[src/design/rsi_pkg.sv]
package rsi_pkg;
  localparam int FracBits = 16;
  localparam int AvgBits = 64;
  localparam int QuotBits = 23;
  localparam int LenBits = 16;
  localparam int IdxBits = 17;
  localparam logic [QuotBits-1:0] RsiNoLoss = 23'd6488712;
  localparam logic [QuotBits-1:0] RsiScale = 23'd6553600;

  typedef enum logic [3:0] {
    ST_IDLE,
    ST_DIV_G,
    ST_DIV_L,
    ST_MUL,
    ST_DIV_R,
    ST_OUT
  } state_e;

  typedef struct packed {
    logic start;
  } div_ctl_t;
endpackage

[src/design/rsi_div.sv]
module rsi_div (
  input  logic                       clk_i,
  input  logic                       rst_ni,
  input  rsi_pkg::div_ctl_t          ctl_i,
  input  logic [rsi_pkg::AvgBits+rsi_pkg::QuotBits:0] num_i,
  input  logic [rsi_pkg::AvgBits:0]  den_i,
  output logic [rsi_pkg::AvgBits+rsi_pkg::QuotBits:0] quo_o,
  output logic [rsi_pkg::AvgBits:0]  rem_o,
  output logic                       done_o
);
  import rsi_pkg::*;
  localparam int NW = AvgBits + QuotBits + 1;
  localparam int CW = $clog2(NW + 1);

  logic [NW-1:0] q_q, q_d;
  logic [AvgBits+1:0] r_q, r_d;
  logic [AvgBits:0] d_q;
  logic [CW-1:0] cnt_q, cnt_d;
  logic run_q, run_d;
  logic done_q;
  logic [AvgBits+1:0] sh;

  always_comb begin
    q_d = q_q;
    r_d = r_q;
    cnt_d = cnt_q;
    run_d = run_q;
    sh = {r_q[AvgBits:0], q_q[NW-1]};
    if (ctl_i.start) begin
      q_d = num_i;
      r_d = '0;
      cnt_d = CW'(NW);
      run_d = 1'b1;
    end else if (run_q) begin
      q_d = {q_q[NW-2:0], 1'b0};
      if (sh >= {1'b0, d_q}) begin
        r_d = sh - {1'b0, d_q};
        q_d[0] = 1'b1;
      end else begin
        r_d = sh;
      end
      cnt_d = cnt_q - 1'b1;
      if (cnt_q == CW'(1)) run_d = 1'b0;
    end
  end

  always_ff @(posedge clk_i or negedge rst_ni) begin
    if (!rst_ni) begin
      run_q <= 1'b0;
      cnt_q <= '0;
      done_q <= 1'b0;
    end else begin
      run_q <= run_d;
      cnt_q <= cnt_d;
      done_q <= run_q && cnt_q == CW'(1);
    end
  end

  always_ff @(posedge clk_i) begin
    q_q <= q_d;
    r_q <= r_d;
    if (ctl_i.start) d_q <= den_i;
  end

  assign quo_o = q_q;
  assign rem_o = r_q[AvgBits:0];
  assign done_o = done_q;
endmodule

[config.mk]
export PLATFORM = sky130hd
export DESIGN_NAME = rsi_div
export DESIGN_NICKNAME = d
export VERILOG_FILES = /design/src/design/rsi_pkg.sv /design/src/design/rsi_div.sv
export SDC_FILE = /design/constraint.sdc
export NUM_CORES = 1
export LEC_CHECK = 0
export ABC_AREA = 1
export BUFFER_PORTS_ARGS = -buffer_cell sky130_fd_sc_hd__buf_4
export CAP_MARGIN = 5
export CORE_ASPECT_RATIO = 1.2
export CORE_MARGIN = 2
export CORE_UTILIZATION = 50
export CTS_BUF_LIST = sky130_fd_sc_hd__clkbuf_8
export DETAILED_ROUTE_END_ITERATION = 8
export GPL_TIMING_DRIVEN = 0
export PLACE_DENSITY = 0.77
export SLEW_MARGIN = 20
export SYNTH_ARGS = -nofsm -noshare
export SYNTH_HDL_FRONTEND = slang
export SYNTH_SLANG_ARGS = --single-unit
[constraint.sdc]
create_clock -name clk_i -period 3.8 [get_ports clk_i]
set_input_delay 0.76 -clock clk_i [delete_from_list [all_inputs] [get_ports clk_i]]
set_output_delay 0.76 -clock clk_i [all_outputs]
set_load 0.02 [all_outputs]
# After elaboration in Yosys (flattened, before gate mapping)
# Cells that the tools add are included.
# Widths: inputs -> output; s select.
[word_totals] out_inout_bits=154 input_bits=156 register_bits=227 elab_cells=21
[op_classes] order_cmp=1 mux=9 eq_ne=1 addsub=2 reduce_logical=2
[ops] cell="$mux 88" n=2
[ops] cell="$ge 66x65->1" n=1
[ops] cell="$mux 65" n=1
[ops] cell="$sub 65x65->65" n=1
[ops] cell="$mux 7" n=2
[ops] cell="$eq 7x1->1 const B" n=1
[ops] cell="$sub 7x1->7 const B" n=1
[ops] cell="$mux 1" n=4
[ops] cell="$reduce_bool 2->1" n=1
[ops] cell="$logic_and 1x1->1" n=1

# Longest topological paths before layout
# Gate-level depths: netlist of run 1.
[logic_depth] ltp_word=4 depth_mapped=19 ltp_nobuf=19

# Worst setup path after synthesis of run 1
# No wires, ideal clock.
[synth_path] kind="input -> register" start="input ctl_i" end="register q_q[0] (netlist: quo_o[0]), enable pin" setup_slack_ns=-0.461 arrival_ns=3.774 required_ns=3.312 setup_time_ns=0.488 path_stages=4 path_buffers=2 path_cell_list="clkbuf_1 -> nor2_1 -> inv_1 -> clkbuf_1"
[synth_via] elab_chain_len=1
[synth_rtl] item="start, declared" line="rsi_div.sv:4" text="input rsi_pkg::div_ctl_t ctl_i,"
[synth_rtl] item="$reduce_bool 2->1 (no line)"
[synth_rtl] item="end signal, assigned" line="rsi_div.sv:60" text="q_q <= q_d;"
[synth_rtl] item="end, declared" line="rsi_div.sv:15" text="logic [NW-1:0] q_q, q_d;"
# No other way between the ends.
# A chain may end at the register's enable or synchronous reset.

# Worst setup path in the final report of run 1
[layout_path] start="register q_q[87] (netlist: quo_o[87])" end="register r_q[31]"
[layout_via] elab_chain_len=2 word_cells_on_any_way=3 classes_between="add/sub: 1; order compare: 1; mux: 1"
[layout_rtl] item="$sub 65x65->65 or $ge 66x65->1 (tied branches)" line="rsi_div.sv:37, rsi_div.sv:36"
[layout_rtl] item="$mux 65 (*)" line="rsi_div.sv:36" text="if (sh >= {1'b0, d_q}) begin"
[layout_rtl] item="end signal, assigned" line="rsi_div.sv:61" text="r_q <= r_d;"
[layout_rtl] item="end, declared" line="rsi_div.sv:16" text="logic [AvgBits+1:0] r_q, r_d;"
# Every way passes the cells marked *; elsewhere a longest branch is shown, timed or not.

==> reports/metrics.cfg, run 1 <==
[synthesis]
synth_top_area_share_pct=30.3
yosys-top-cells-area=edfxtp_1 (30%), nand2_1 (23%), inv_1 (9.6%)
synth.distinct_cells=39
async_flop_share_pct=3.96
syn-instance-count=2215
synth_top_family_by_area=simple AND/OR/NAND/NOR gates
syn-num-nets=2439
synth-edff-count=153
synth_fa_ha_area_share_pct=5.66
synth_area_leader_cell=edfxtp_1
ys.flop_type=edfxtp_1
synth_compound_area_share_pct=4.79
synth-seq-cells=227
synth_area_per_cell_um2=6.84
synth-simple-area-share_pct=35.3
muxShareOfSynthArea_pct=0
ys_warn_count=0
synth-seq-area-share_pct=40.4
synth_xor_area_share_pct=2.25
syn_area_um2=15200

[final_layout]
final_cells=2985
final_util_pct=63.1
area_growth_pct=23.7
final_nets=2789
final_cell_mix=nand2_1 (938), inv_1 (405), buf_4 (315)
drive_gt1_share_pct=15.8
antenna_cells=0
stdcell_area_um2=18800
final_common_cell=nand2_1

[timing]
hold_violations=0
fmax_mhz=318
final.period_utilization_pct=82.9
whs_ns=0.354
finalSetupViolCount=0
finalMaxSlewViolations=0
fin_crit_ns=3.15
slew_headroom_pct=33.6
tightest_slew_ns=0.997
rsz0062_at_grt=no
fin_skew_ns=0.0372

[power]
pwr_density_cell_nw_per_um2=722
power_leakage_nw=10.3
combPwrFrac_pct=56.8
finalPower_mw=13.5
ir_worst_vdd_mv=0.462
switching_power_mw=6.44
power_frac_seq_pct=26.8
clkPwrFrac_pct=16.4
netSwitchingFraction_pct=47.6
internal_power_mw=7.10

[floorplanning]
die-area_um2=31700
start_util_pct=51.0
num_rows=69
die_h_um=195
core-area_um2=29700
die_w_um=163
io-pin-count=310

[worst_setup_path]
path_cells=inv_1 > ha_1 > inv_1 > fa_1 > nand3_1 > nand3_2 > nand2_1 > nand2_2 > nand2_1 > nand2_2 > nand3_4 > clkbuf_1 > nand3_1 > nand3_1 > o21ai_1
worstSetupPathType=flop to flop
cp_slowest_cell=clkbuf_1
crit_path_max_fanout=10
critPathLaunchType=flop
crit_top_cell=nand3_1
end_kind=flop
max_stage_delay_ns=0.59
critPathRequiredTime_ns=4.22
cp.arrival_ns=3.57

[drt]
wirelength_um=53300
drc_errors=0
ant_nets=0
vias=15300
wire_per_inst_um=17.9
drtPass1Iterations=5
via_per_inst=5.14
drt-initial-drc-count=1170

[global_routing]
antenna_found_initial=0
grt_pass1_vias=15200
grtUsageTotal_pct=33.4
grt_pass1_wl_um=81400
grt_max_degree=98
globalRoute.totalOverflow=0

[placement]
dp.cells=2914
routabilityCongestion=0.993
port_buffers=309
hpwl_um=43100
place_area_um2=18000

[clock_network]
cts-buffers-inserted=38
clk_pin_slew_worst_paths_ns=0.07
clock-sinks=227
htreeDepth=2
cts_tree=built
cts_buffer_depth=3
clock_latency_ns=0.58
cts_root_buffer=clkbuf_8

[outcome]
status=finished clean

[hold_path]
min_path_type=input port to flop

[flow_run]
cap_violations=0

stage by stage:
stage | setup WS, ns | TNS (ns)
global placement | -0.703 | -65.86
floorplan | 0.966 | 0
finish | 0.652 | 0
global route | 0.412 | 0
detailed placement | 0.334 | 0
CTS | 0.746 | 0
path summary, 6_finish.rpt:
check / endpoint / startpoint / slack (ns) / depth (start not counted)
setup reg to reg: r_q[31]$_SDFFE_PP0P_ / quo_o[87]$_DFFE_PP_ / 0.65 / 15
max in group asynchronous: cnt_q[2]$_DFFE_PN0P_ / rst_ni / 3.06 / 2
hold / removal: d_q[3]$_DFFE_PP_ / den_i[3] / 0.35 / 1
hold reg to reg: r_q[47]$_SDFFE_PP0P_ / r_q[47]$_SDFFE_PP0P_ / 0.49 / 2
setup / recovery: r_q[31]$_SDFFE_PP0P_ / quo_o[87]$_DFFE_PP_ / 0.65 / 15
min in group asynchronous: cnt_q[6]$_DFFE_PN0P_ / rst_ni / 0.60 / 2
layer usage:
metal	up-vias	track usage (%)	part of all wire [%]
li1	7560	-	-
met1	7121	41.1	41
met2	573	58.9	49
met3	80	6.02	7.4
met4	0	10.5	3.0
met5	-	0	0
power by group through the flow:
stage	sequential [mW]	clock [mW]	combinational, mW
floorplan	4.02	0	4.55
global placement	3.65	0	7.47
detailed placement	3.65	0	7.56
CTS	3.61	2.24	7.60
global route	3.67	2.35	8.44
finish	3.63	2.22	7.69
worst max-delay path, delay by kind of cell (launching register included):
family,cells,cell delay (ns)
adders and majority gates,2,0.70
buffers and inverters,3,0.82
AOI/OAI and AO/OA,1,0.07
DFF,1,0.39
and+or+nand+nor,9,1.04
state kept, by name, summed over array words and instances, names as in the netlist:
register	flops
cnt_q	7
d_q	65
done_o	1
quo_o	88
r_q	65
run_q	1
Yosys cell counts, types with 9 or more instances:
| cell | number |
|---|---|
| dfrtp_1 | 9 |
| a21oi_1 | 66 |
| nand2_1 | 938 |
| ha_1 | 67 |
| dfxtp_1 | 65 |
| xnor2_1 | 38 |
| o21ai_1 | 25 |
| buf_2 | 9 |
| nor2_2 | 10 |
| inv_1 | 387 |
| edfxtp_1 | 153 |
| nand3b_1 | 39 |
| nand3_1 | 153 |
| o21ai_0 | 35 |
| clkbuf_1 | 28 |
| nand4_1 | 9 |
| nor2_1 | 121 |
what timing repair did:
action / in CTS / in global routing
gates resized for setup: 0 / 0
hold buffers: 1 / 0
setup buffers: 0 / 0
hold endpoints to repair: 3 / 0
endpoints found under the setup margin: 0 / 0
area by class of cell:
cell class | instances | area, um2
Multi-Input combinational cell | 1543 | 7280
Inverter | 391 | 1470
Clock buffer | 42 | 578
Buffer | 54 | 307
Sequential cell | 227 | 6120
Timing Repair Buffer | 310 | 2330
Fill cell | 2733 | 10900
Tap cell | 390 | 488
Clock inverter | 28 | 184
cell families after synthesis:
kind of cell	count (synthesis)
AND/OR/NAND/NOR	1297
buffers and inverters	445
flip-flops	227
AO/OA/AOI/OAI	139
adder cells (fa/ha/maj)	68
XOR/XNOR	39
No activity file was read; power rests on OpenSTA's default activity.
==> run 2, diff against run 1 <==
PLACE_DENSITY = 0.74   (was 0.77)
clock period = 3.2 ns   (was 3.8 ns; I/O delays follow)
==> run 2 against run 1 <==
  * Global-route usage shrank 0.66 points
  * Critical path depth grew 1
  * Core utilization grew 0.11 points
  * Sequential share of layout area shrank 0.059 points
  * Non-clock buffer count is the same
  * Fmax grew 6.2%
  * Critical path type unchanged
  * Critical endpoint is now r_q[33]$_SDFFE_PP0P_
  * Largest power group unchanged
==> reports/metrics.cfg, run 2 (synthesized netlist as in run 1, its figures left out) <==
[drt]
wire_per_inst_um=17.4  ; -2.3%
drc_errors=0  ; unchanged
ant_nets=0  ; unchanged
drt-initial-drc-count=1226  ; +4.8%
vias=15200  ; -0.62%
drtPass1Iterations=5  ; unchanged
wirelength_um=52100  ; -2.3%
via_per_inst=5.10  ; -0.65%

[global_routing]
grt_pass1_wl_um=80400  ; -1.2%
grtUsageTotal_pct=32.7  ; -0.66 points
grt_max_degree=98  ; unchanged
antenna_found_initial=1  ; +1
grt_pass1_vias=15000  ; -1.0%
globalRoute.totalOverflow=0  ; unchanged

[floorplanning]
die_h_um=195  ; unchanged
die_w_um=163  ; unchanged
start_util_pct=51.0  ; unchanged
die-area_um2=31700  ; unchanged
core-area_um2=29700  ; unchanged
num_rows=69  ; unchanged
io-pin-count=310  ; unchanged

[power]
ir_worst_vdd_mv=0.514  ; +11%
power_leakage_nw=10.3  ; about the same
power_frac_seq_pct=26.8  ; about the same
combPwrFrac_pct=56.3  ; -0.5 points
clkPwrFrac_pct=17.0  ; +0.6 points
pwr_density_cell_nw_per_um2=856  ; +19%
internal_power_mw=8.53  ; +20%
switching_power_mw=7.55  ; +17%
netSwitchingFraction_pct=47.0  ; -0.60 points

[outcome]
status=finished clean

[timing]
tightest_slew_ns=0.975  ; -0.0216 ns
finalMaxSlewViolations=0  ; unchanged
rsz0062_at_grt=no
fmax_mhz=337  ; +6.2%
final.period_utilization_pct=92.6  ; +9.8 points
fin_crit_ns=2.96  ; -0.184 ns
finalSetupViolCount=0  ; unchanged
whs_ns=0.233  ; -0.121 ns
fin_skew_ns=0.0336  ; -0.00351 ns
slew_headroom_pct=35.0  ; +1.4 points
hold_violations=0  ; unchanged

[final_layout]
largest_reg_flops=88  ; unchanged
final_nets=2789  ; unchanged
final_cells=2986  ; +0.034%
final_cell_mix=nand2_1 (938), inv_1 (401), buf_4 (315)
drive_gt1_share_pct=16.0  ; +0.15 points
fillers=2771  ; +1.4%
final_common_cell=nand2_1
area_growth_pct=23.9

[clock_network]
cts_tree=built
clk_pin_slew_worst_paths_ns=0.06  ; about the same
htreeDepth=2  ; unchanged
cts_buffer_depth=3  ; unchanged
cts-buffers-inserted=38  ; unchanged
cts_setup_buffers=0  ; unchanged
cts_root_buffer=clkbuf_8
clock_latency_ns=0.58  ; about the same
clock-sinks=227  ; unchanged

[worst_setup_path]
crit_path_max_fanout=10  ; unchanged
end_kind=flop
worstSetupPathType=flop to flop
cp.arrival_ns=3.41  ; -0.16 ns
worstRegToRegCells=16  ; +1
critPathRequiredTime_ns=3.65  ; -0.57 ns
critPathLaunchType=flop

[placement]
routabilityCongestion=1.05  ; +5.2%
hpwl_um=42400  ; -1.8%
port_buffers=309  ; unchanged
dp.cells=2914  ; unchanged

[hold_path]
hold_path_depth=1  ; unchanged
min_path_type=input port to flop

[flow_run]
cap_violations=0  ; unchanged

[run 2: cell count changes in the layout (fill, tap and decap cells not counted), sizes merged]
cell,before,now
bufinv,2,3
clkbuf,70,71
clkinv,6,7
clkinvlp,0,2
diode,0,1
inv,411,406
[run 2: area by class of cell]
type	count	area, um2	area share (%)
antenna	1	2.50	0.0133
inverter	391	1470	7.81
clock inverter	27	200	1.07
multi-input combinational	1543	7280	38.7
timing repair buffer	310	2330	12.4
tap	390	488	2.60
sequential	227	6120	32.6
buffer	54	308	1.64
clock buffer	43	592	3.15
[run 2: timing repair]
item,CTS,global route
endpoints found under the setup margin,0,1
hold buffers,1,0
endpoints found under the hold margin,9,0
resized for setup,0,2
[run 2: path summary, 6_finish.rpt]
path | slack, ns | start | to
setup / recovery | 0.24 | quo_o[87]$_DFFE_PP_ | r_q[33]$_SDFFE_PP0P_
hold / removal | 0.23 | den_i[7] | d_q[7]$_DFFE_PP_
setup reg to reg | 0.24 | quo_o[87]$_DFFE_PP_ | r_q[33]$_SDFFE_PP0P_
hold reg to reg | 0.49 | r_q[47]$_SDFFE_PP0P_ | r_q[47]$_SDFFE_PP0P_
max in group asynchronous | 2.61 | rst_ni | cnt_q[1]$_DFFE_PN0P_
min in group asynchronous | 0.43 | rst_ni | cnt_q[2]$_DFFE_PN0P_
[run 2: metal layers]
metal  share of wire (%)  GRT usage [%]  wire length, um
met5                   0              0                0
met4                 2.8           10.1             1470
met3                 7.7           6.44             4020
met2                  48           57.3            25300
met1                  41           40.5            21400
[run 2: critical path, cell delays in order, from the launching register on]
cell and delay (ns):
edfxtp_1 0.40, inv_1 0.10, ha_1 0.25, inv_1 0.12, fa_1 0.45, nand3_1 0.13
nand3_2 0.14, nand2_1 0.10, nand2_2 0.08, nand2_1 0.08, nand2_2 0.09, nand3_4 0.13
buf_6 0.22, buf_6 0.19, nand3_1 0.17, nand3_1 0.13, nand2_1 0.05
[run 2: power groups by stage]
stage / Sequential (mW) / Combinational (mW) / Clock [mW]
after global routing: 4.36 / 9.94 / 2.89
final: 4.30 / 9.05 / 2.73
after CTS: 4.29 / 8.93 / 2.77
after floorplan: 4.77 / 5.40 / 0
after detailed placement: 4.34 / 8.89 / 0
after global placement: 4.33 / 8.81 / 0
[run 2: metrics by stage]
step | cell area, um2 | util [%] | setup TNS [ns] | worst slack [ns] | power [mW]
after global placement | 18000 | 60.5 | -118.66 | -1.25 | 13.1
final | 18800 | 63.2 | 0 | 0.236 | 16.1
after global routing | 18800 | 63.2 | 0 | 0.0479 | 17.2
after CTS | 18800 | 63.2 | 0 | 0.187 | 16.0
after detailed placement | 18000 | 60.5 | -15.04 | -0.176 | 13.2
after floorplan | 15200 | - | 0 | 0.486 | 10.2
==> run 3, diff against run 2 <==
CTS_BUF_LIST = sky130_fd_sc_hd__clkbuf_16   (was sky130_fd_sc_hd__clkbuf_8)
==> run 3 against run 2 <==
  * Cell count fell by 0.90%
  * Core utilization is 0.097 points higher
  * Fmax is 1.0% higher
==> reports/metrics.cfg, run 3 (synthesized netlist as in run 1, its figures left out) <==
[timing]
hold_violations=0  ; unchanged
fin_crit_ns=2.93  ; -0.0300 ns
finalWorstSetupSlack_ns=0.266  ; +0.0300 ns
fin_skew_ns=0.0146  ; -0.0191 ns
rsz0062_at_grt=no
tightest_slew_ns=0.971  ; -0.00421 ns
whs_ns=0.266  ; +0.0325 ns
finalSetupViolCount=0  ; unchanged
final.period_utilization_pct=91.7  ; -0.94 points
fmax_mhz=341  ; +1.0%
slew_headroom_pct=35.3  ; +0.28 points
finalMaxSlewViolations=0  ; unchanged

[clock_network]
cts_tree=built
clock_latency_ns=0.55  ; -0.03 ns
clk_pin_slew_worst_paths_ns=0.06  ; about the same
cts_buffer_depth=3  ; unchanged
cts_root_buffer=clkbuf_16
clock-sinks=227  ; unchanged
htreeDepth=1  ; -1
cts-buffers-inserted=24  ; -37%
cts_setup_buffers=0  ; unchanged

[worst_setup_path]
critPathRequiredTime_ns=3.64  ; about the same
critPathLaunchType=flop
crit_path_max_fanout=10  ; unchanged
worstSetupPathType=flop to flop
cp.arrival_ns=3.37  ; -0.04 ns
end_kind=flop

[flow_run]
cap_violations=0  ; unchanged

[final_layout]
antenna_cells=0  ; -1
final_nets=2775  ; -0.50%
final_cell_mix=nand2_1 (938), inv_1 (389), buf_4 (315)
final_cells=2959  ; -0.90%
largest_reg_flops=88  ; unchanged
area_growth_pct=24.1
drive_gt1_share_pct=15.6  ; -0.34 points
final_common_cell=nand2_1
fillers=2745  ; -0.94%

[floorplanning]
die_w_um=163  ; unchanged
die-area_um2=31700  ; unchanged
num_rows=69  ; unchanged
start_util_pct=51.0  ; unchanged
io-pin-count=310  ; unchanged
core-area_um2=29700  ; unchanged
die_h_um=195  ; unchanged

[drt]
via_per_inst=5.13  ; +0.61%
drtPass1Iterations=8  ; +3
ant_nets=0  ; unchanged
drc_errors=0  ; unchanged
wire_per_inst_um=17.6  ; +0.63%
wirelength_um=52000  ; -0.28%
drt-initial-drc-count=1173  ; -4.3%
vias=15200  ; -0.30%

[power]
internal_power_mw=8.75  ; +2.6%
power_leakage_nw=10.2  ; -0.41%
pwr_density_cell_nw_per_um2=867  ; +1.2%
netSwitchingFraction_pct=46.3  ; -0.65 points
combPwrFrac_pct=55.6  ; -0.7 points
power_frac_seq_pct=26.4  ; -0.4 points
switching_power_mw=7.55  ; about the same
ir_worst_vdd_mv=0.601  ; +17%
clkPwrFrac_pct=18.0  ; +1.0 points

[placement]
dp.cells=2914  ; unchanged
hpwl_um=42400  ; unchanged
routabilityCongestion=1.05  ; unchanged
dp_slack_ns=-0.176  ; unchanged
port_buffers=309  ; unchanged

[outcome]
status=finished clean

[global_routing]
grt_pass1_vias=15000  ; -0.28%
grtUsageTotal_pct=32.5  ; -0.20 points
globalRoute.totalOverflow=0  ; unchanged
grt_max_degree=98  ; unchanged
antenna_found_initial=0  ; -1
grt_pass1_wl_um=80200  ; -0.25%

[hold_path]
min_path_type=input port to flop

## run 3: changes by cell type in the layout (fill, tap and decap cells not counted)
cell / previous run / this run
inv_1: 401 / 389
clkbuf_16: 0 / 24
clkinv_2: 4 / 6
clkinv_1: 3 / 2
inv_8: 1 / 0
clkbuf_8: 44 / 1
diode_2: 1 / 0
bufinv_16: 3 / 4
clkinv_8: 0 / 1
inv_6: 0 / 3
## run 3: what timing repair did
item | in CTS | in global routing
resized for setup | 0 | 2
hold buffers | 1 | 0
setup endpoints to repair | 0 | 4
hold endpoints to repair | 9 | 0
## run 3: through the flow
stage / total power, mW / utilization, % / area, um2 / setup TNS [ns]
global placement: 13.1 / 60.5 / 18000 / -118.66
finish: 16.3 / 63.3 / 18800 / 0
global route: 17.4 / 63.3 / 18800 / 0
floorplan: 10.2 / - / 15200 / 0
detailed placement: 13.2 / 60.5 / 18000 / -15.04
CTS: 16.2 / 63.3 / 18800 / 0
## run 3: layout make-up
cell class	count	area [um2]	area share, %
timing repair buffer	310	2330	12.4
tap	390	488	2.59
inverter	391	1470	7.80
clock inverter	20	223	1.18
multi-input combinational	1543	7280	38.7
clock buffer	24	601	3.19
buffer	54	308	1.64
sequential	227	6120	32.5
## run 3: worst max-delay path, cell delays in order (launching register included)
cell and delay, ns:
edfxtp_1 0.39, inv_1 0.10, ha_1 0.24, inv_1 0.11, fa_1 0.45, nand3_1 0.13
nand3_2 0.15, nand2_1 0.11, nand2_2 0.08, nand2_1 0.08, nand2_2 0.09, nand3_4 0.13
buf_6 0.22, buf_6 0.19, nand3_1 0.17, nand3_1 0.13, nand2_1 0.05
## run 3: final timing paths
check,start,to,slack [ns],cells past startpoint
max,quo_o[87]$_DFFE_PP_,r_q[33]$_SDFFE_PP0P_,0.27,16
min,den_i[29],d_q[29]$_DFFE_PP_,0.27,1
max reg2reg,quo_o[87]$_DFFE_PP_,r_q[33]$_SDFFE_PP0P_,0.27,16
min reg2reg,r_q[39]$_SDFFE_PP0P_,r_q[39]$_SDFFE_PP0P_,0.49,2
max in group asynchronous,rst_ni,cnt_q[2]$_DFFE_PN0P_,2.60,2
min in group asynchronous,rst_ni,cnt_q[5]$_DFFE_PN0P_,0.47,2
## run 3: power groups by stage
| stage | Combinational, mW | Clock (mW) | Sequential [mW] |
|---|---|---|---|
| CTS | 8.95 | 2.97 | 4.29 |
| global placement | 8.81 | 0 | 4.33 |
| finish | 9.07 | 2.93 | 4.30 |
| detailed placement | 8.89 | 0 | 4.34 |
| floorplan | 5.40 | 0 | 4.77 |
| global route | 9.95 | 3.07 | 4.36 |
## run 3: layer usage
layer / GRT usage [%] / share of wire (%) / up-vias
met5: 0 / 0 / -
met4: 9.93 / 3.0 / 0
met3: 5.95 / 7.2 / 78
met2: 57.9 / 49 / 553
met1: 39.7 / 41 / 7045
li1: - / - / 7517
