**config.mk**
```make
export PLATFORM = sky130hd
export DESIGN_NAME = rsi_mul
export DESIGN_NICKNAME = d
export VERILOG_FILES = /design/src/design/rsi_pkg.sv /design/src/design/rsi_mul.sv
export SDC_FILE = /design/constraint.sdc
export NUM_CORES = 1
export LEC_CHECK = 0
export BUFFER_PORTS_ARGS = -buffer_cell sky130_fd_sc_hd__buf_2
export CORE_ASPECT_RATIO = 0.9
export CORE_UTILIZATION = 50
export CTS_CLUSTER_DIAMETER = 80
export CTS_CLUSTER_SIZE = 14
export DETAILED_ROUTE_END_ITERATION = 10
export PLACE_DENSITY = 0.7
export REMOVE_ABC_BUFFERS = 1
export SLEW_MARGIN = 15
export SYNTH_ARGS = -nofsm -noshare
export SYNTH_HDL_FRONTEND = slang
export SYNTH_SLANG_ARGS = --single-unit
```
**constraint.sdc**
```tcl
create_clock -name clk_i -period 9.5 [get_ports clk_i]
set_input_delay 0.475 -clock clk_i [delete_from_list [all_inputs] [get_ports clk_i]]
set_output_delay 0.475 -clock clk_i [all_outputs]
set_load 0.05 [all_outputs]
```
**src/design/rsi_pkg.sv**
```systemverilog
package rsi_pkg;
  localparam int FracBits = 16;
  localparam int AvgBits = 64;
  localparam int QuotBits = 23;
  localparam int LenBits = 16;
  localparam int IdxBits = 17;
  localparam logic [QuotBits-1:0] RsiNoLoss = 23'd6488712;
  localparam logic [QuotBits-1:0] RsiScale = 23'd6553600;

  typedef enum logic [3:0] {
    ST_IDLE,
    ST_DIV_G,
    ST_DIV_L,
    ST_MUL,
    ST_DIV_R,
    ST_OUT
  } state_e;

  typedef struct packed {
    logic start;
  } div_ctl_t;
endpackage

```
**src/design/rsi_mul.sv**
```systemverilog
module rsi_mul (
  input  logic                      clk_i,
  input  logic                      rst_ni,
  input  logic                      start_i,
  input  logic [rsi_pkg::AvgBits-1:0] a_i,
  output logic [rsi_pkg::AvgBits+rsi_pkg::QuotBits:0] prod_o,
  output logic                      done_o
);
  import rsi_pkg::*;
  localparam int PW = AvgBits + QuotBits + 1;
  localparam int CW = $clog2(QuotBits + 1);
  logic [PW-1:0] acc_q, acc_d, a_q, a_d;
  logic [QuotBits-1:0] b_q, b_d;
  logic [CW-1:0] cnt_q, cnt_d;
  logic run_q, run_d;
  logic done_q;

  always_comb begin
    acc_d = acc_q;
    a_d = a_q;
    b_d = b_q;
    cnt_d = cnt_q;
    run_d = run_q;
    if (start_i) begin
      acc_d = '0;
      a_d = PW'(a_i);
      b_d = RsiScale;
      cnt_d = CW'(QuotBits);
      run_d = 1'b1;
    end else if (run_q) begin
      if (b_q[0]) acc_d = acc_q + a_q;
      a_d = {a_q[PW-2:0], 1'b0};
      b_d = {1'b0, b_q[QuotBits-1:1]};
      cnt_d = cnt_q - 1'b1;
      if (cnt_q == CW'(1)) run_d = 1'b0;
    end
  end

  always_ff @(posedge clk_i or negedge rst_ni) begin
    if (!rst_ni) begin
      run_q <= 1'b0;
      cnt_q <= '0;
      done_q <= 1'b0;
    end else begin
      run_q <= run_d;
      cnt_q <= cnt_d;
      done_q <= run_q && cnt_q == CW'(1);
    end
  end

  always_ff @(posedge clk_i) begin
    acc_q <= acc_d;
    a_q <= a_d;
    b_q <= b_d;
  end

  assign prod_o = acc_q;
  assign done_o = done_q;
endmodule

```
; Yosys cells after proc, flatten, opt, wreduce, memory -nomap -nowiden
; Index checks and enable logic that the tools add are counted.
[word_totals]
elab_cells = 20
ff_bits = 206
in_bits = 67
[classes]
mux = 7
reduce_logical = 3
n_eq_ne = 1
n_addsub = 2
[ops]
columns = cell, n
row1 = $mux 64, 2
row2 = $add 88x88->88, 1
row3 = $mux 5, 2
row4 = $eq 5x1->1 const B, 1
row5 = $sub 5x1->5 const B, 1
row6 = $mux 1, 3
row7 = $reduce_and 2->1, 1
row8 = $reduce_bool 2->1, 1
row9 = $logic_and 1x1->1, 1

; Logic depth before layout (Yosys ltp)
; Gate-level depths: netlist of run 1.
[depth]
depth_word = 4
ltp_mapped = 12
ltp_nobuf = 12

; Least setup slack after synthesis of run 1
; No wires, ideal clock.
[synth_timing]
kind = reg2reg
start = register acc_q[0] (netlist: prod_o[0])
end = register acc_q[56] (netlist: prod_o[56])
path_slack_ps = 6147
path_buffers = 0
arrival_ps = 3290
stages_incl_launch_ff = 13
required_ps = 9437
path_cell_list = dfxtp_1 ha_1 fa_1 a211oi_1 o21bai_1 o31ai_1 a21bo_2 a211oi_1 or2_2 a21oi_1 o21ai_0 or4_1 nand3_1
[synth_between]
elab_chain_cells = 1
[synth_rtl]
columns = element, line
row1 = "start, declared", rsi_mul.sv:12  ; logic [PW-1:0] acc_q, acc_d, a_q, a_d;
row2 = "start signal, assigned", rsi_mul.sv:52  ; acc_q <= acc_d;
row3 = $add 88x88->88, rsi_mul.sv:31  ; if (b_q[0]) acc_d = acc_q + a_q;
; No other way between the ends.
; A chain may end at the register's enable or synchronous reset.

; Worst setup path in the final report of run 1
[layout_timing]
start = register a_q[0]
end = register acc_q[56] (netlist: prod_o[56])
[layout_between]
elab_chain_cells = 1
[layout_rtl]
columns = element, line
row1 = "start, declared", rsi_mul.sv:12
row2 = "start signal, assigned", rsi_mul.sv:53  ; a_q <= a_d;
row3 = $add 88x88->88, rsi_mul.sv:31
; No other way between the ends.

==> metrics.md, run 1 <==
| Metric | Value |
|---|---|
| Final Non-Filler Cells | `roughly 2k` |
| Routed Antenna Nets | `0` |
| Reg2reg path depth | `12` |
| Crit path top cell by count | `a211oi_1` |
| Drt pass-1 iters | `5` |
| Post-synthesis async set-or-reset flop share | `about 3.4%` |
| Reg-to-Reg End | `prod_o[56]` |
| Bufs and invs on worst path | `0` |
| Die width | `~180 um` |
| Wirelength, routed | `around 37 mm` |
| Critical path origin | `a_q[0]` |
| Clk buf depth | `3` |
| Sw Ratio | `between 20 and 30%` |
| Slew Viols, Final | `0` |
| Setup Skew | `~0.028 ns` |
| Max-slew headroom | `between 40% and 50%` |
| Full die area | `around 0.028 mm2` |
| Slowest Stage Delay on Critical Path | `between 0.4 and 0.5 ns` |
| Required time worst endpoint | `between 9 and 10 ns` |
| Post-Syn Instances | `around 1.6k` |
| DRC viols | `0` |
| Final Cycle Share | `between 40% and 50%` |
| Die height | `around 160 um` |
| CTS Buf Count | `18` |
| # fillers | `between 2k and 2.5k` |
| Clock slew at the register clock pins of the worst setup and hold paths | `~0.07 ns` |
| Clock tree from TritonCTS | `built` |
| Worst VDD drop | `114.7 uV` |
| Seq/Total Area, Yosys | `between 30 and 40%` |
| CP max FO | `4` |
| Min Tclk post-route | `between 3 and 4 ns` |
| Critical Path End | `prod_o[56]` |
| WP depth | `12` |
| Final count of negative-setup-slack endpoints | `0` |
| Final HPWL DP | `between 20 and 30 mm` |
| Nets | `about 1.8k` |
| Worst r2r src | `a_q[0]` |
| CP delay by family, top | `compound AO/OA/AOI/OAI gates` |
| Synth Warn # | `0` |
| MaxCap Viol Count | `0` |
| Int Power | `between 1 and 1.5 mW` |
| Final hold violation count | `0` |
| Leakage Power | `~6.5 nW` |
| DR vias | `between 10k and 15k` |
| Clk_lat worst skew | `0.52 ns` |
| CP endpoint kind | `flip-flop` |
| Synth unique cells | `83` |
| Core ar. | `about 0.026 mm2` |
| GR Overflow Total | `0` |
| Critical Path, Cell by Cell | `ha_1 -> fa_1 -> a211oi_1 -> o21bai_1 -> o31ai_1 -> a21bo_2 -> a211oi_1 -> or2_2 -> a21oi_1 -> o21ai_0 -> or4_1 -> nand3_1` |
| Share of power burned in registers | `about half` |
| Largest net degree at the start of global routing | `between 80 and 90` |
| Setup TNS | `0 ns` |
| Num rows | `between 50 and 60` |
| Crit-path slowest cell | `a21oi_1` |
| Layout cells sized above 1 | `approximately 16%` |
| Hold WS | `approximately 0.25 ns` |
| Hold/Removal Path Class | `primary input to flip-flop` |
| Via-to-Cell Ratio | `~6` |
| Comb pwr share | `11.2%` |
| P&R area growth vs syn | `9.856%` |
| H-tree Lvls | `1` |
| CTS sink cnt | `roughly 210` |
| Outcome | `completed` |
| IO Pins | `about 160` |
| First-pass GRT wire length | `59.33 mm` |
| Placed cell count | `~2k` |
| Port Buf Inserts | `between 150 and 200` |
| Hold Crit Depth | `2` |
| Clock power share | `between 30 and 40%` |
| Mean post-synth cell area | `8.541 um2` |
| Critical path type | `flip-flop to flip-flop` |
| Main synth FF type | `dfxtp_1` |
| Switching Power | `approximately 0.49 mW` |
| Post-synth EDFFs | `64` |
| Critical Path AT | `4.34 ns` |
| Total track usage | `26.29%` |
| Initial antenna violation count | `1` |
| Unrepaired setup endpoints after global routing | `false` |
| Worst-Margin Slew | `around 0.9 ns` |
| Max frequency | `257.4 MHz` |
| Avg WL per Cell | `approximately 18 um` |
| Synthesized area | `0.01350 mm2` |
| Initial DRC Count | `about 1.1k` |
| Via count of the first global-routing pass | `between 10k and 15k` |
| Initial core utilization | `about half` |
| R2R setup slack | `approximately 5.6 ns` |
| P per Cell Area | `approximately 130 mW/mm2` |
| RePlAce Congestion | `between 0.9 and 1` |
| Clock root cell | `clkbuf_16` |
| Critical path launch point type | `flip-flop` |
| Yosys reg bits | `206` |
[logic make-up (layout without fill, tap and decap cells)]
group / count (synthesis) / after routing / synth area share [%]
buffers and inverters: 126 / 223 / 4.450
multiplexers: 110 / 110 / 8.743
adder cells (fa/ha/maj): 90 / 90 / 8.400
XOR/XNOR: 60 / 60 / 3.894
AO/OA/AOI/OAI: 454 / 454 / 20.80
AND/OR/NAND/NOR: 534 / 534 / 18.15
other: 0 / 1 / 0
flip-flops: 206 / 206 / 35.56
[through the flow]
step	util, %	cell area, um2	total power, mW	setup slack, ns
floorplan	-	12990	1.122	4.514
global placement	54.38	14290	1.190	5.737
detailed placement	54.38	14290	1.194	5.677
CTS	56.41	14820	1.895	5.644
global route	56.41	14820	1.958	5.329
finish	56.42	14830	1.886	5.615
[layout make-up]
| type | count | area (um2) | area share, % |
|---|---|---|---|
| well taps | 348 | 435.4 | 2.937 |
| repair buffers | 165 | 859.6 | 5.798 |
| multi-input cells | 1248 | 8104 | 54.66 |
| inverters | 26 | 97.59 | 0.6583 |
| diodes | 1 | 2.502 | 0.01688 |
| flip-flops and latches | 206 | 4801 | 32.38 |
| clock inverters | 1 | 16.27 | 0.1097 |
| clock buffers | 31 | 509.2 | 3.435 |
[power groups by stage]
stage               clock network (mW)  registers (mW)  logic (mW)
detailed placement                   0           0.986       0.207
finish                           0.709           0.966       0.211
global placement                     0           0.985       0.205
floorplan                            0           0.978       0.143
global route                     0.753           0.971       0.234
CTS                              0.719           0.967       0.209
[cells in the final DEF (no fill, tap or decap), drive strengths merged, types with 31 or more instances in the layout]
cell and n:
nand2 218, a21oi 194, buf 164, dfxtp 135, nor2 120, ha 89, o21ai 81, edfxtp 64
mux2 63, mux2i 47, nand4 45, nand3 44, a21o 43, xnor2 41, clkbuf 31
[worst reg2reg max path, stage by stage, from the launching register on]
cell	delay, ns
edfxtp_1	0.41
ha_1	0.23
fa_1	0.42
a211oi_1	0.30
o21bai_1	0.24
o31ai_1	0.33
a21bo_2	0.27
a211oi_1	0.14
or2_2	0.33
a21oi_1	0.46
o21ai_0	0.20
or4_1	0.41
nand3_1	0.09
[metal layers]
metal / global-route usage (%) / vias up / share of wire [%]
met5: 0 / - / 0
met1: 38.78 / 5739 / 49
met2: 39.47 / 406 / 42
li1: - / 5949 / -
met3: 5.187 / 41 / 7.5
met4: 5.383 / 0 / 1.8
[how the worst min path moves through the flow]
stage            start  endpoint  slack [ns]
2_1_floorplan   rst_ni  cnt_q[0]        0.18
3_3_place_gp    rst_ni    done_o        0.32
3_5_place_dp    rst_ni    done_o        0.31
4_1_cts         a_i[0]    a_q[0]        0.24
5_1_grt        a_i[59]   a_q[59]        0.25
6_report        a_i[0]    a_q[0]        0.25
[cell usage after synthesis (all sizes together), types with 41 or more instances]
master  instances  area, um2
a21o           43      324.1
a21oi         194      970.9
dfxtp         135       2703
mux2i          47      470.5
nand4          45      281.5
mux2           63      709.4
ha             89       1114
xnor2          41      359.1
o21ai          81      405.4
edfxtp         64       1922
nand2         218      820.8
clkbuf         65      257.8
nand3          44      220.2
nor2          120      452.9
[flip-flops by register name (all words and copies together), names as in the netlist]
register and cells:
run_q 1, done_o 1, a_q 88, prod_o 88, b_q 23, cnt_q 5
[timing repair]
| action | in CTS | in global routing |
|---|---|---|
| hold buffers | 1 | 0 |
| setup buffers | 0 | 0 |
| resized for setup | 0 | 0 |
| endpoints found under the hold margin | 7 | 0 |
No activity file was read; power rests on OpenSTA's default activity.
==> run 2: changes to the inputs <==
==> constraint.sdc (replaced) <==
create_clock -name clk_i -period 4 [get_ports clk_i]
set_input_delay 0.2 -clock clk_i [delete_from_list [all_inputs] [get_ports clk_i]]
set_output_delay 0.2 -clock clk_i [all_outputs]
set_load 0.05 [all_outputs]
==> metrics.md, run 2 (synthesis gave the netlist of run 1 again) <==
| Metric | Value |
|---|---|
| Reg2reg path depth | `12` |
| Setup bufs post-CTS | `0` |
| Clock root cell | `clkbuf_16` |
| Initial DRC Count | `around 910` |
| Switching Power | `between 1 and 1.5 mW` |
| DR vias | `between 10k and 15k` |
| Required time worst endpoint | `~4.4 ns` |
| Worst VDD drop | `~310 uV` |
| Clock tree from TritonCTS | `built` |
| Placed cell count | `1997` |
| CP endpoint kind | `flip-flop` |
| Share of power burned in registers | `roughly 51%` |
| Core ar. | `0.02628 mm2` |
| WHS Endpoint | `a_q[35]` |
| Hold WS | `~0.012 ns` |
| Ant. Diodes | `0` |
| Clk_lat worst skew | `approximately 0.51 ns` |
| CP max FO | `7` |
| R2R setup slack | `0.34 ns` |
| Hold/Removal Path Class | `primary input to flip-flop` |
| DRC viols | `0` |
| Setup TNS | `0 ns` |
| Final count of negative-setup-slack endpoints | `0` |
| Full die area | `0.02765 mm2` |
| Port Buf Inserts | `~160` |
| Avg WL per Cell | `between 15 and 20 um` |
| Critical Path AT | `4.06 ns` |
| Final worst slack | `0.3385 ns` |
| CTS sink cnt | `a little over 200` |
| Clock slew at the register clock pins of the worst setup and hold paths | `approximately 0.070 ns` |
| Grt met2 use | `~39%` |
| Max frequency | `about 270 MHz` |
| Initial core utilization | `between 50% and 60%` |
| Critical path type | `flip-flop to flip-flop` |
| Placement Setup Slack | `0.3932 ns` |
| Routing usage on met1 | `39.33%` |
| Via count of the first global-routing pass | `11.41k` |
| Hold Crit Depth | `2` |
| Sw Ratio | `roughly a quarter` |
| Critical path origin | `a_q[12]` |
| P&R area growth vs syn | `13.79%` |
| Largest net degree at the start of global routing | `73` |
| Num rows | `56` |
| Reg-to-Reg End | `prod_o[79]` |
| Clk buf depth | `3` |
| Commonest non-fill, non-tap cells in the layout | `216 x nand2_1, 194 x a21oi_1, 154 x buf_2, 135 x dfxtp_1, 119 x nor2_1` |
| RePlAce Congestion | `about 0.97` |
| Placed cell areas | `between 0.01 and 0.015 mm2` |
| FF/Latch Area | `around 0.0048 mm2` |
| Die width | `roughly 180 um` |
| GR Overflow Total | `0` |
| First-pass GRT wire length | `59.53 mm` |
| Max-slew headroom | `a little over two fifths` |
| GR peak layer | `met2` |
| Final Cycle Share | `91.54%` |
| Met3 Use GR | `~4.5%` |
| Outcome | `completed` |
| Unrepaired setup endpoints after global routing | `false` |
| # fillers | `~2.4k` |
| Total track usage | `between 20% and 30%` |
| Leakage Power | `about 6.7 nW` |
| Die height | `157.9 um` |
| Layout cells sized above 1 | `15.91%` |
| Worst r2r src | `a_q[12]` |
| Slew Viols, Final | `0` |
| IO Pins | `156` |
| Worst-Margin Slew | `between 0.8 and 0.9 ns` |
| Via-to-Cell Ratio | `5.921` |
| Critical path launch point type | `flip-flop` |
| Commonest non-fill, non-tap cell in the layout | `nand2_1` |
| Clock power share | `around 37%` |
| Min Tclk post-route | `~3.7 ns` |
| Int Power | `approximately 3.3 mW` |
| Final hold violation count | `0` |
| Design area | `between 0.015 and 0.02 mm2` |
| MaxCap Viol Count | `0` |
| H-tree Lvls | `1` |
| Nets | `1874` |
| Hold_sp | `a_i[35]` |
| Routed Antenna Nets | `0` |
| CTS Buf Count | `18` |
| Comb pwr share | `12.0%` |
| Final Non-Filler Cells | `between 2k and 2.5k` |
| Multi-input gate area | `roughly 0.0081 mm2` |
| Setup Skew | `approximately 0.018 ns` |
| Initial antenna violation count | `0` |
| Final HPWL DP | `roughly 27 mm` |
| Drt pass-1 iters | `6` |
| P per Cell Area | `roughly 300 mW/mm2` |
| Wirelength, routed | `around 37 mm` |
[run 2: timing repair]
action | CTS | global route
endpoints found under the setup margin | 0 | 2
gates resized for setup | 0 | 1
hold buffers | 48 | 0
hold endpoints to repair | 54 | 0
[run 2: layout make-up]
class | instances | area share [%]
clock buffer | 31 | 3.316
tap | 348 | 2.835
multi-input combinational | 1248 | 52.77
clock inverter | 1 | 0.1059
timing repair buffer | 217 | 9.069
inverter | 26 | 0.6355
sequential | 206 | 31.26
[run 2: power by group through the flow]
stage | clock [mW] | combinational, mW | sequential, mW
detailed placement | 0 | 0.493 | 2.34
global route | 1.77 | 0.596 | 2.30
CTS | 1.70 | 0.535 | 2.30
floorplan | 0 | 0.340 | 2.32
global placement | 0 | 0.489 | 2.34
finish | 1.66 | 0.541 | 2.29
[run 2: through the flow]
stage	utilization, %	power (mW)
after floorplan	-	2.664
after global placement	54.61	2.826
after detailed placement	54.61	2.835
after CTS	58.44	4.526
after global routing	58.44	4.675
final	58.44	4.494
[run 2: critical path, cell delays in order (launching register included)]
cell and delay, ns:
edfxtp_1 0.40, ha_1 0.42, a21oi_1 0.14, o21ai_0 0.24
nor2_1 0.09, o31ai_1 0.28, a211oi_1 0.08, buf_4 0.17
o41ai_1 0.64, a31oi_1 0.34, or3_1 0.47, a31o_2 0.24
o311ai_0 0.07
[run 2: worst max path at each step]
stage	end	slack [ns]	cells past startpoint
2_1_floorplan	prod_o[83]	-0.99	5
3_3_place_gp	prod_o[86]	0.42	11
3_5_place_dp	prod_o[79]	0.39	12
4_1_cts	prod_o[79]	0.37	12
5_1_grt	prod_o[56]	0.1	12
6_report	prod_o[79]	0.34	12
[run 2: routing by layer]
metal	routed length [um]	vias to the layer above	share of wire [%]
li1	-	6049	-
met1	18340	5814	49
met2	15490	389	42
met3	2522	46	6.8
met4	805	0	2.2
met5	0	-	0
==> run 3: changes to the inputs <==
--- a/config.mk
+++ b/config.mk
@@ -8,9 +8,11 @@
 export BUFFER_PORTS_ARGS = -buffer_cell sky130_fd_sc_hd__buf_2
 export CORE_ASPECT_RATIO = 0.9
 export CORE_UTILIZATION = 50
+export CTS_BUF_LIST = sky130_fd_sc_hd__clkbuf_4 sky130_fd_sc_hd__clkbuf_8
 export CTS_CLUSTER_DIAMETER = 80
 export CTS_CLUSTER_SIZE = 14
 export DETAILED_ROUTE_END_ITERATION = 10
+export GPL_ROUTABILITY_DRIVEN = 0
 export PLACE_DENSITY = 0.7
 export REMOVE_ABC_BUFFERS = 1
 export SLEW_MARGIN = 15
==> constraint.sdc (replaced) <==
create_clock -name clk_i -period 4 [get_ports clk_i]
set_input_delay 0.4 -clock clk_i [delete_from_list [all_inputs] [get_ports clk_i]]
set_output_delay 0.4 -clock clk_i [all_outputs]
set_load 0.05 [all_outputs]
==> metrics.md, run 3 (synthesis gave the netlist of run 1 again) <==
| Metric | Value |
|---|---|
| Clock tree from TritonCTS | `built` |
| Max-slew headroom | `between 40% and 50%` |
| Setup Skew | `~0.032 ns` |
| DR vias | `12.16k` |
| Worst-Margin Slew | `roughly 0.84 ns` |
| Hold/Removal Path Class | `primary input to flip-flop` |
| Clk_lat worst skew | `around 0.56 ns` |
| Avg WL per Cell | `17.92 um` |
| Leakage Power | `~6.4 nW` |
| Port Buf Inserts | `around 160` |
| Worst r2r src | `a_q[0]` |
| Initial DRC Count | `1000` |
| MaxCap Viol Count | `0` |
| Max frequency | `274.3 MHz` |
| Clock root cell | `clkbuf_8` |
| P per Cell Area | `between 200 and 300 mW/mm2` |
| Initial antenna violation count | `1` |
| Final HPWL DP | `approximately 27 mm` |
| Critical path type | `flip-flop to flip-flop` |
| Core ar. | `0.02628 mm2` |
| GR Overflow Total | `0` |
| Worst VDD drop | `approximately 240 uV` |
| Commonest non-fill, non-tap cell in the layout | `nand2_1` |
| Routed Antenna Nets | `0` |
| IO Pins | `between 150 and 200` |
| # resized after CTS | `0` |
| DRC viols | `0` |
| Num rows | `56` |
| First-pass GRT wire length | `59.26 mm` |
| WHS Endpoint | `a_q[0]` |
| CP max FO | `4` |
| CP endpoint kind | `flip-flop` |
| Layout cells sized above 1 | `17.16%` |
| # fillers | `about 2.4k` |
| Die width | `roughly 180 um` |
| Commonest non-fill, non-tap cells in the layout | `216 x nand2_1, 194 x a21oi_1, 154 x buf_2, 135 x dfxtp_1, 119 x nor2_1` |
| R2R setup slack | `0.35 ns` |
| Final Cycle Share | `around nine tenths` |
| Reg2reg path depth | `12` |
| Total track usage | `around a quarter` |
| Unrepaired setup endpoints after global routing | `false` |
| Via count of the first global-routing pass | `11.31k` |
| Final worst slack | `0.3541 ns` |
| Required time worst endpoint | `4.51 ns` |
| Largest net degree at the start of global routing | `60` |
| Critical Path AT | `~4.2 ns` |
| Hold WS | `~0.13 ns` |
| Initial core utilization | `roughly 51%` |
| Min Tclk post-route | `3.646 ns` |
| Final hold violation count | `0` |
| Hold Crit Depth | `2` |
| Via-to-Cell Ratio | `approximately 6` |
| Reg-to-Reg End | `prod_o[56]` |
| Drt pass-1 iters | `6` |
| Clk buf depth | `3` |
| CTS Buf Count | `18` |
| Slew Viols, Final | `0` |
| P&R area growth vs syn | `8.956%` |
| Critical path launch point type | `flip-flop` |
| Full die area | `roughly 0.028 mm2` |
| Placement Setup Slack | `0.4084 ns` |
| Clock slew at the register clock pins of the worst setup and hold paths | `approximately 0.11 ns` |
| H-tree Lvls | `1` |
| Final count of negative-setup-slack endpoints | `0` |
| Hold_sp | `a_i[0]` |
| Die height | `around 160 um` |
| Outcome | `completed` |
| Wirelength, routed | `36.44 mm` |
| Nets | `roughly 1.8k` |
| CTS sink cnt | `206` |
==> run 3: area by class of cell <==
cell class | instances | area (um2) | share of cell area, %
tap | 348 | 435.4 | 2.961
inverter | 26 | 97.59 | 0.6637
sequential | 206 | 4801 | 32.65
antenna | 1 | 2.502 | 0.01702
clock inverter | 2 | 13.76 | 0.09360
clock buffer | 29 | 330.3 | 2.246
timing repair buffer | 173 | 919.6 | 6.254
multi-input combinational | 1248 | 8104 | 55.11
==> run 3: per-stage QoR <==
step	cells	setup TNS (ns)	instance area [um2]	total power [mW]	util, %
after floorplan	1480	-26.26	12990	2.664	-
after global placement	2000	0	14350	2.826	54.60
after detailed placement	2000	0	14350	2.837	54.60
after CTS	2032	0	14700	4.095	55.95
after global routing	2032	0	14700	4.226	55.95
final	2033	0	14700	4.064	55.96
==> run 3: power by group <==
part / internal [mW] / total, mW / leakage [nW] / switching [mW]
combinational: 0.204 / 0.505 / 4.40 / 0.301
clock: 0.529 / 1.27 / 0.188 / 0.736
sequential: 2.24 / 2.29 / 1.84 / 0.0534
total: 2.97 / 4.06 / 6.43 / 1.09
==> run 3: metal layers <==
layer  up-vias  global-route usage, %  part of all wire (%)
li1       5971                      -                     -
met1      5700                  38.86                    47
met2       450                  38.62                    42
met3        40                  4.779                   8.8
met4         0                  5.880                   2.1
met5         -                      0                     0
==> run 3: worst max-delay path by stage <==
stage                       start         end  slack [ns]  depth (start not counted)
after detailed placement   a_q[0]  prod_o[56]        0.41                         12
final                      a_q[0]  prod_o[56]        0.35                         12
after CTS                  a_q[0]  prod_o[56]        0.40                         12
after global placement    a_q[50]  prod_o[86]        0.54                         11
after global routing       a_q[0]  prod_o[56]         0.1                         12
after floorplan             run_q  prod_o[83]       -0.99                          5
==> run 3: worst max-delay path: stages (launching register included) <==
cell,delay (ns)
edfxtp_1,0.40
ha_1,0.22
fa_1,0.43
a211oi_1,0.30
o21bai_1,0.23
o31ai_1,0.37
a21bo_2,0.25
a211oi_1,0.11
or2_2,0.30
a21oi_1,0.31
o21ai_0,0.18
or4_1,0.41
nand3_1,0.09
==> run 3: timing repair <==
item                                   in CTS  in global routing
endpoints found under the hold margin       7                  0
hold buffers                                1                  0
setup buffers                               0                  0
